File: src/hdl/wss_pkg.sv
package wss_pkg;

  // table geometry
  localparam int ALPHABET_SIZE = 32;
  localparam int TBL_AW        = $clog2(ALPHABET_SIZE);

  // field widths
  localparam int IDX_W     = 5;
  localparam int VAL_W     = 32;
  localparam int SYM_W     = 7;
  localparam int CFG_IDX_W = 1;

  // generator
  localparam int GEN_W     = 48;
  localparam int RAND_W    = 31;
  localparam int RAND_LSB  = GEN_W - RAND_W;
  localparam int LCG_MUL_W = 35;
  localparam logic [LCG_MUL_W-1:0] LCG_MUL  = 35'h5DEECE66D;
  localparam logic [GEN_W-1:0]     LCG_ADD  = 48'hB;
  localparam logic [15:0]          SEED_LOW = 16'h330E;

  // letter code offset
  localparam logic [SYM_W-1:0] LETTER_BASE = 7'd64;

  // bit counter covers the longer of the multiply and divide loops
  localparam int CNT_W = $clog2(LCG_MUL_W);

  // register indexes
  localparam logic [CFG_IDX_W-1:0] CFG_SEED  = 1'b0;
  localparam logic [CFG_IDX_W-1:0] CFG_TOTAL = 1'b1;

  // item functions
  localparam logic FUNC_LOAD = 1'b0;
  localparam logic FUNC_DRAW = 1'b1;

  typedef enum logic [2:0] {
    ST_IDLE,
    ST_MUL,
    ST_ADD,
    ST_DIV,
    ST_SCAN_RD,
    ST_SCAN_CMP,
    ST_DONE
  } wss_state_e;

endpackage

File: src/hdl/wss_ram.sv
module wss_ram #(
  parameter int WIDTH = 32,
  parameter int DEPTH = 32
) (
  input  logic                     clk_i,
  input  logic                     we_i,
  input  logic [$clog2(DEPTH)-1:0] waddr_i,
  input  logic [WIDTH-1:0]         wdata_i,
  input  logic                     re_i,
  input  logic [$clog2(DEPTH)-1:0] raddr_i,
  output logic [WIDTH-1:0]         rdata_o
);

  logic [WIDTH-1:0] mem_q [DEPTH];
  logic [WIDTH-1:0] rdata_q;

  always_ff @(posedge clk_i) begin
    if (we_i) begin
      mem_q[waddr_i] <= wdata_i;
    end
    if (re_i) begin
      rdata_q <= mem_q[raddr_i];
    end
  end

  assign rdata_o = rdata_q;

endmodule

File: src/hdl/weighted_symbol_sampler.sv
// Load beat: written into the table in the cycle it is accepted; next beat may follow at once.
// Draw beat: bit-serial multiply, add, restoring divide, then a scan that reads and compares
//   each table entry from entry 1 on until one matches; one draw in flight at a time.
// The draw uses the bit-serial multiplier, the restoring divider and the single table read port.
// Reset: async active low; FSM, output valid, total and generator (seed 0 -> 0x330E) cleared.
// Table contents are undefined after reset until loaded.
module weighted_symbol_sampler (
  input  logic                           clk_i,
  input  logic                           rst_ni,
  // configuration
  input  logic                           cfg_we_i,
  input  logic [wss_pkg::CFG_IDX_W-1:0]  cfg_index_i,
  input  logic [wss_pkg::VAL_W-1:0]      cfg_data_i,
  // input beats
  input  logic                           in_valid_i,
  output logic                           in_stall_o,
  input  logic                           func_i,
  input  logic [wss_pkg::IDX_W-1:0]      entry_index_i,
  input  logic [wss_pkg::VAL_W-1:0]      entry_value_i,
  input  logic                           last_of_sequence_i,
  // result beats
  output logic                           out_valid_o,
  input  logic                           out_stall_i,
  output logic [wss_pkg::SYM_W-1:0]      symbol_o,
  output logic                           last_o,
  output logic                           error_o
);

  import wss_pkg::*;

  wss_state_e          state_q, state_d;
  logic [GEN_W-1:0]    rng_q, rng_d;       // generator state
  logic [GEN_W-1:0]    acc_q, acc_d;       // multiply accumulator
  logic [CNT_W-1:0]    cnt_q, cnt_d;       // bit counter for multiply/divide
  logic [RAND_W-1:0]   div_q, div_d;       // dividend, shifted out MSB first
  logic [VAL_W-1:0]    rem_q, rem_d;       // partial remainder
  logic [VAL_W-1:0]    total_q, total_d;
  logic [TBL_AW-1:0]   scan_q, scan_d;     // table entry under test
  logic [SYM_W-1:0]    res_sym_q, res_sym_d;
  logic                res_err_q, res_err_d;
  logic                res_last_q, res_last_d;
  logic                out_valid_q, out_valid_d;
  logic [SYM_W-1:0]    sym_q, sym_d;
  logic                last_q, last_d;
  logic                err_q, err_d;

  logic                in_accept;
  logic                tbl_we;
  logic                tbl_re;
  logic [VAL_W-1:0]    tbl_rdata;
  logic [GEN_W-1:0]    mul_sum;
  logic [GEN_W-1:0]    add_sum;
  logic [VAL_W:0]      rem_shift;
  logic [VAL_W:0]      rem_sub;

  assign in_stall_o = (state_q != ST_IDLE);
  assign in_accept  = in_valid_i && !in_stall_o;

  // loads beyond the table are dropped
  assign tbl_we = in_accept && (func_i == FUNC_LOAD) &&
                  ({{(32-IDX_W){1'b0}}, entry_index_i} < 32'(ALPHABET_SIZE));
  assign tbl_re = (state_q == ST_SCAN_RD);

  wss_ram #(
    .WIDTH (VAL_W),
    .DEPTH (ALPHABET_SIZE)
  ) u_tbl (
    .clk_i   (clk_i),
    .we_i    (tbl_we),
    .waddr_i (TBL_AW'(entry_index_i)),
    .wdata_i (entry_value_i),
    .re_i    (tbl_re),
    .raddr_i (scan_q),
    .rdata_o (tbl_rdata)
  );

  // one multiplier bit per cycle, MSB first: acc = 2*acc + bit*state
  assign mul_sum = {acc_q[GEN_W-2:0], 1'b0} + (LCG_MUL[cnt_q] ? rng_q : '0);
  assign add_sum = acc_q + LCG_ADD;

  // restoring divide step; only the remainder is kept
  assign rem_shift = {rem_q, div_q[RAND_W-1]};
  assign rem_sub   = rem_shift - {1'b0, total_q};

  always_comb begin
    state_d     = state_q;
    rng_d       = rng_q;
    acc_d       = acc_q;
    cnt_d       = cnt_q;
    div_d       = div_q;
    rem_d       = rem_q;
    total_d     = total_q;
    scan_d      = scan_q;
    res_sym_d   = res_sym_q;
    res_err_d   = res_err_q;
    res_last_d  = res_last_q;
    sym_d       = sym_q;
    last_d      = last_q;
    err_d       = err_q;
    // result beat leaves when not stalled
    out_valid_d = out_valid_q && out_stall_i;

    case (state_q)
      ST_IDLE: begin
        if (in_accept && (func_i == FUNC_DRAW)) begin
          acc_d      = '0;
          cnt_d      = CNT_W'(LCG_MUL_W - 1);
          res_last_d = last_of_sequence_i;
          state_d    = ST_MUL;
        end
      end
      ST_MUL: begin
        acc_d = mul_sum;
        cnt_d = cnt_q - 1'b1;
        if (cnt_q == '0) begin
          state_d = ST_ADD;
        end
      end
      ST_ADD: begin
        rng_d     = add_sum;
        div_d     = add_sum[GEN_W-1:RAND_LSB];
        rem_d     = '0;
        cnt_d     = CNT_W'(RAND_W - 1);
        res_sym_d = '0;
        res_err_d = 1'b1;
        // zero total: generator advanced, error result
        state_d   = (total_q == '0) ? ST_DONE : ST_DIV;
      end
      ST_DIV: begin
        rem_d = rem_sub[VAL_W] ? rem_shift[VAL_W-1:0] : rem_sub[VAL_W-1:0];
        div_d = {div_q[RAND_W-2:0], 1'b0};
        cnt_d = cnt_q - 1'b1;
        if (cnt_q == '0) begin
          scan_d  = TBL_AW'(1);
          state_d = ST_SCAN_RD;
        end
      end
      ST_SCAN_RD: begin
        state_d = ST_SCAN_CMP;
      end
      ST_SCAN_CMP: begin
        if (rem_q < tbl_rdata) begin
          res_sym_d = LETTER_BASE + SYM_W'(scan_q);
          res_err_d = 1'b0;
          state_d   = ST_DONE;
        end else if (scan_q == TBL_AW'(ALPHABET_SIZE - 1)) begin
          // no entry matched
          state_d = ST_DONE;
        end else begin
          scan_d  = scan_q + 1'b1;
          state_d = ST_SCAN_RD;
        end
      end
      ST_DONE: begin
        if (!out_valid_q || !out_stall_i) begin
          sym_d       = res_sym_q;
          last_d      = res_last_q;
          err_d       = res_err_q;
          out_valid_d = 1'b1;
          state_d     = ST_IDLE;
        end
      end
      default: begin
        state_d = ST_IDLE;
      end
    endcase

    // the user must write registers only while idle; the block itself does not enforce it
    if (cfg_we_i) begin
      case (cfg_index_i)
        CFG_SEED:  rng_d   = {cfg_data_i, SEED_LOW};
        CFG_TOTAL: total_d = cfg_data_i;
        default: begin
        end
      endcase
    end
  end

  always_ff @(posedge clk_i or negedge rst_ni) begin
    if (!rst_ni) begin
      state_q     <= ST_IDLE;
      rng_q       <= {{(GEN_W-16){1'b0}}, SEED_LOW};
      total_q     <= '0;
      out_valid_q <= 1'b0;
    end else begin
      state_q     <= state_d;
      rng_q       <= rng_d;
      total_q     <= total_d;
      out_valid_q <= out_valid_d;
    end
  end

  always_ff @(posedge clk_i) begin
    acc_q      <= acc_d;
    cnt_q      <= cnt_d;
    div_q      <= div_d;
    rem_q      <= rem_d;
    scan_q     <= scan_d;
    res_sym_q  <= res_sym_d;
    res_err_q  <= res_err_d;
    res_last_q <= res_last_d;
    sym_q      <= sym_d;
    last_q     <= last_d;
    err_q      <= err_d;
  end

  assign out_valid_o = out_valid_q;
  assign symbol_o    = sym_q;
  assign last_o      = last_q;
  assign error_o     = err_q;

endmodule

File: config.mk
export PLATFORM = sky130hd
export DESIGN_NAME = weighted_symbol_sampler
export DESIGN_NICKNAME = d
export VERILOG_FILES = /design/src/hdl/wss_pkg.sv /design/src/hdl/wss_ram.sv /design/src/hdl/weighted_symbol_sampler.sv
export SDC_FILE = /design/constraint.sdc
export NUM_CORES = 2
export LEC_CHECK = 0
export BUFFER_PORTS_ARGS = -buffer_cell sky130_fd_sc_hd__buf_2
export CAP_MARGIN = 10
export CORE_ASPECT_RATIO = 1.1
export CORE_UTILIZATION = 45
export DETAILED_ROUTE_END_ITERATION = 8
export PLACE_DENSITY_LB_ADDON = 0.25
export SLEW_MARGIN = 20
export SYNTH_ARGS = -nofsm -noshare
export SYNTH_HDL_FRONTEND = slang
export SYNTH_SLANG_ARGS = --single-unit
File: constraint.sdc
create_clock -name clk_i -period 4.7 [get_ports clk_i]
set_input_delay 0.47 -clock clk_i [delete_from_list [all_inputs] [get_ports clk_i]]
set_output_delay 0.47 -clock clk_i [all_outputs]
set_load 0.01 [all_outputs]
==> metrics <==
Clock transition at path regs 0.06 ns; Crit path max-delay family compound AO/OA/AOI/OAI gates; Seq cells post-synth 1,279; Clock Tree Root clkbuf_16; gpl congestion 0.881; sw power 12.1 mW; critical path's slowest cell dfxtp_1; Vias/cell 5.87; leading register cell type out of synthesis edfxtp_1; grt ovf 0; full die area ~130,000 um2; internal power roughly 24 mW; largest family of logic cells by synthesized area multiplexers; Arrival @ worst endpoint 4.31 ns; simple-gate share of the synthesized area 6.82%; Total GRT Usage 23.0%; Peak Freq 267 MHz; complex-gate fraction of the synthesized area slightly above 9%; synth warn 0; Wirelength per Cell 25.7 um; core area 125,000 um2; Syn Area/Cell 14.8 um2; RSZ-0062 raised after global routing no; TNS Setup 0 ns; PwrDens 565 nW/um2; final period utilization 79.8%; Synth Cell Area roughly 57,000 um2; worst hold-check path type input port to register; Worst Path Max Fanout 27; Critical Path Start Type register; Synth top area share 63.3%; hpwl dp approximately 96,000 um; initial antenna violation count 11; max-slew violations 0; post-synthesis adder-cell area fraction 2.63%; Initial Utilization 45.4%; Mapped Cells ~3,800; first-pass GRT wire length approximately 220,000 um; postcts setup bufs 0; Synth top cells by count edfxtp_1 (1,194), nand2_1 (241), a21oi_1 (240); Clock Skews ~0.029 ns; CP Class register to register; largest net degree at the start of global routing around 90; overall routed net length 147,000 um; Sink Count 1,279; Port-buffer cells 86; H-tree depth 4; DRC 0; worst hold slack 0.0269 ns; crit path capture type register; final hold vios 0; synth top area cells edfxtp_1 (63%), mux4_2 (5.1%), mux2i_1 (3.8%); clk buf depth 3; CP Buf/Inv Count 1; clock buffer count from CTS 137; Sw Share 33.3%; area grow syn2layout 13.4%; IO Count 88; Power Total 36.3 mW; normalized max-slew margin between 20% and 30%; Post-Synthesis Net Count slightly above 4,000; Clock Power Share a little under a third; Post-synth EDFFs 1,194; die width between 300 and 400 um; Comb power frac a little under 30%; max incr delay on CP 0.69 ns; status complete, no violations; post-synthesis xor/xnor area fraction between 1.5 and 2%; Max Cap Violations 0; share of layout cells above drive strength 1 between 15 and 20%; largest area contributor in the netlist edfxtp_1; Post-DRT Antenna Nets 0; Leak Pwr between 20 and 25 nW; most frequent cell after synthesis edfxtp_1; Reg2Reg Setup Slack 0.95 ns; minimum clock period 3.75 ns; Worst Max-Slew Pin Slew 1.09 ns; final setup violating endpoints 0; required time worst endpoint 5.26 ns; Die Ht roughly 370 um; mux contribution to synthesized area 10.8%; site row count 136; library cells used by synthesis ~90; Final nets ~4,200; via count ~34,000; initial DRC count ~3,100; clk_lat worst skew 0.77 ns; VDD IR max 0.354 mV; share of flip-flops with an asynchronous set or reset roughly 6.6%; register area share after synthesis 67.0%; TritonCTS clock tree done; Seq pwr share between 40% and 50%; vias in the first global route 33,100; CP cell instances buf_4, and2_1, ha_1, nand2_2, nor4b_2, o31ai_2, a211oi_2, o211ai_1, and2_4, o311a_1, a2111oi_2; 1st-pass router iterations 7
## final cells by class
type	instances	area (um2)
Antenna cell	3	7.51
Clock buffer	169	3640
Clock inverter	78	912
Fill cell	10300	60600
Inverter	100	375
Multi-Input combinational cell	2253	17800
Sequential cell	1279	38000
Tap cell	1656	2070
Timing Repair Buffer	199	1480
## metrics by stage
step | instances | worst slack [ns] | instance area (um2) | util [%]
after floorplan | 3833 | 0.127 | 56700 | -
after global placement | 5466 | 1.06 | 59500 | 47.6
after detailed placement | 5466 | 0.996 | 59500 | 47.6
after CTS | 5734 | 0.952 | 64200 | 51.4
after global routing | 5734 | 0.633 | 64200 | 51.4
final | 5737 | 0.951 | 64300 | 51.4
## per-layer routing
layer / global-route usage (%) / routed length (um) / up-vias
met2: 38.4 / 72700 / 1045
met3: 3.95 / 8420 / 225
li1: - / - / 15300
met4: 7.36 / 4240 / 6
met5: 0 / 39 / -
met1: 30.5 / 62000 / 17200
## state kept, by name, summed over array words and instances (netlist names), 31 cells and up, named ones only
| signal | count |
|---|---|
| acc_q | 48 |
| rng_q | 48 |
| u_tbl.rdata_o | 32 |
| total_q | 32 |
| u_tbl.mem_q | 1024 |
| div_q | 31 |
| rem_q | 32 |
## layout by cell type, fill, tap and decap left out, types with 100 or more instances in the layout
cell / Yosys / routed
mux4_2: 128 / 128
o21ai_0: 149 / 149
clkbuf_16: 0 / 139
a21oi_1: 240 / 240
nor2_1: 202 / 169
inv_1: 100 / 100
mux2i_1: 215 / 215
ha_1: 116 / 116
o221ai_1: 100 / 100
nand2_1: 241 / 239
edfxtp_1: 1194 / 1194
## power by group through the flow
stage,logic [mW],clock network [mW],registers [mW]
CTS,10.7,11.1,14.6
finish,10.7,10.9,14.7
global route,11.8,11.5,14.8
floorplan,7.91,0,14.5
global placement,10.5,0,14.9
detailed placement,10.6,0,14.9
## final timing paths
kind,start,endpoint,cells after the start
setup / recovery,register,acc_q[45],11
hold / removal,cfg_data_i[18],rng_q[34],2
setup reg to reg,register,acc_q[45],11
hold reg to reg,res_sym_q[3],symbol_o[3],0
max in group asynchronous,rst_ni,rng_q[43],3
min in group asynchronous,rst_ni,rng_q[33],2
## cell families (layout without fill, tap and decap cells)
kind of cell	count (synthesis)	count (layout)
fa+ha+maj	118	118
xor+xnor	98	98
compound gates	797	797
other cells	1	4
buf+inv	301	546
mux	441	441
simple gates	798	798
flops	1279	1279
## timing repair
action	in CTS	in global routing
endpoints found under the hold margin	58	0
hold buffers	21	0
resized for setup	0	0
setup endpoints to repair	0	0
Power figures use the tool's default switching activity.
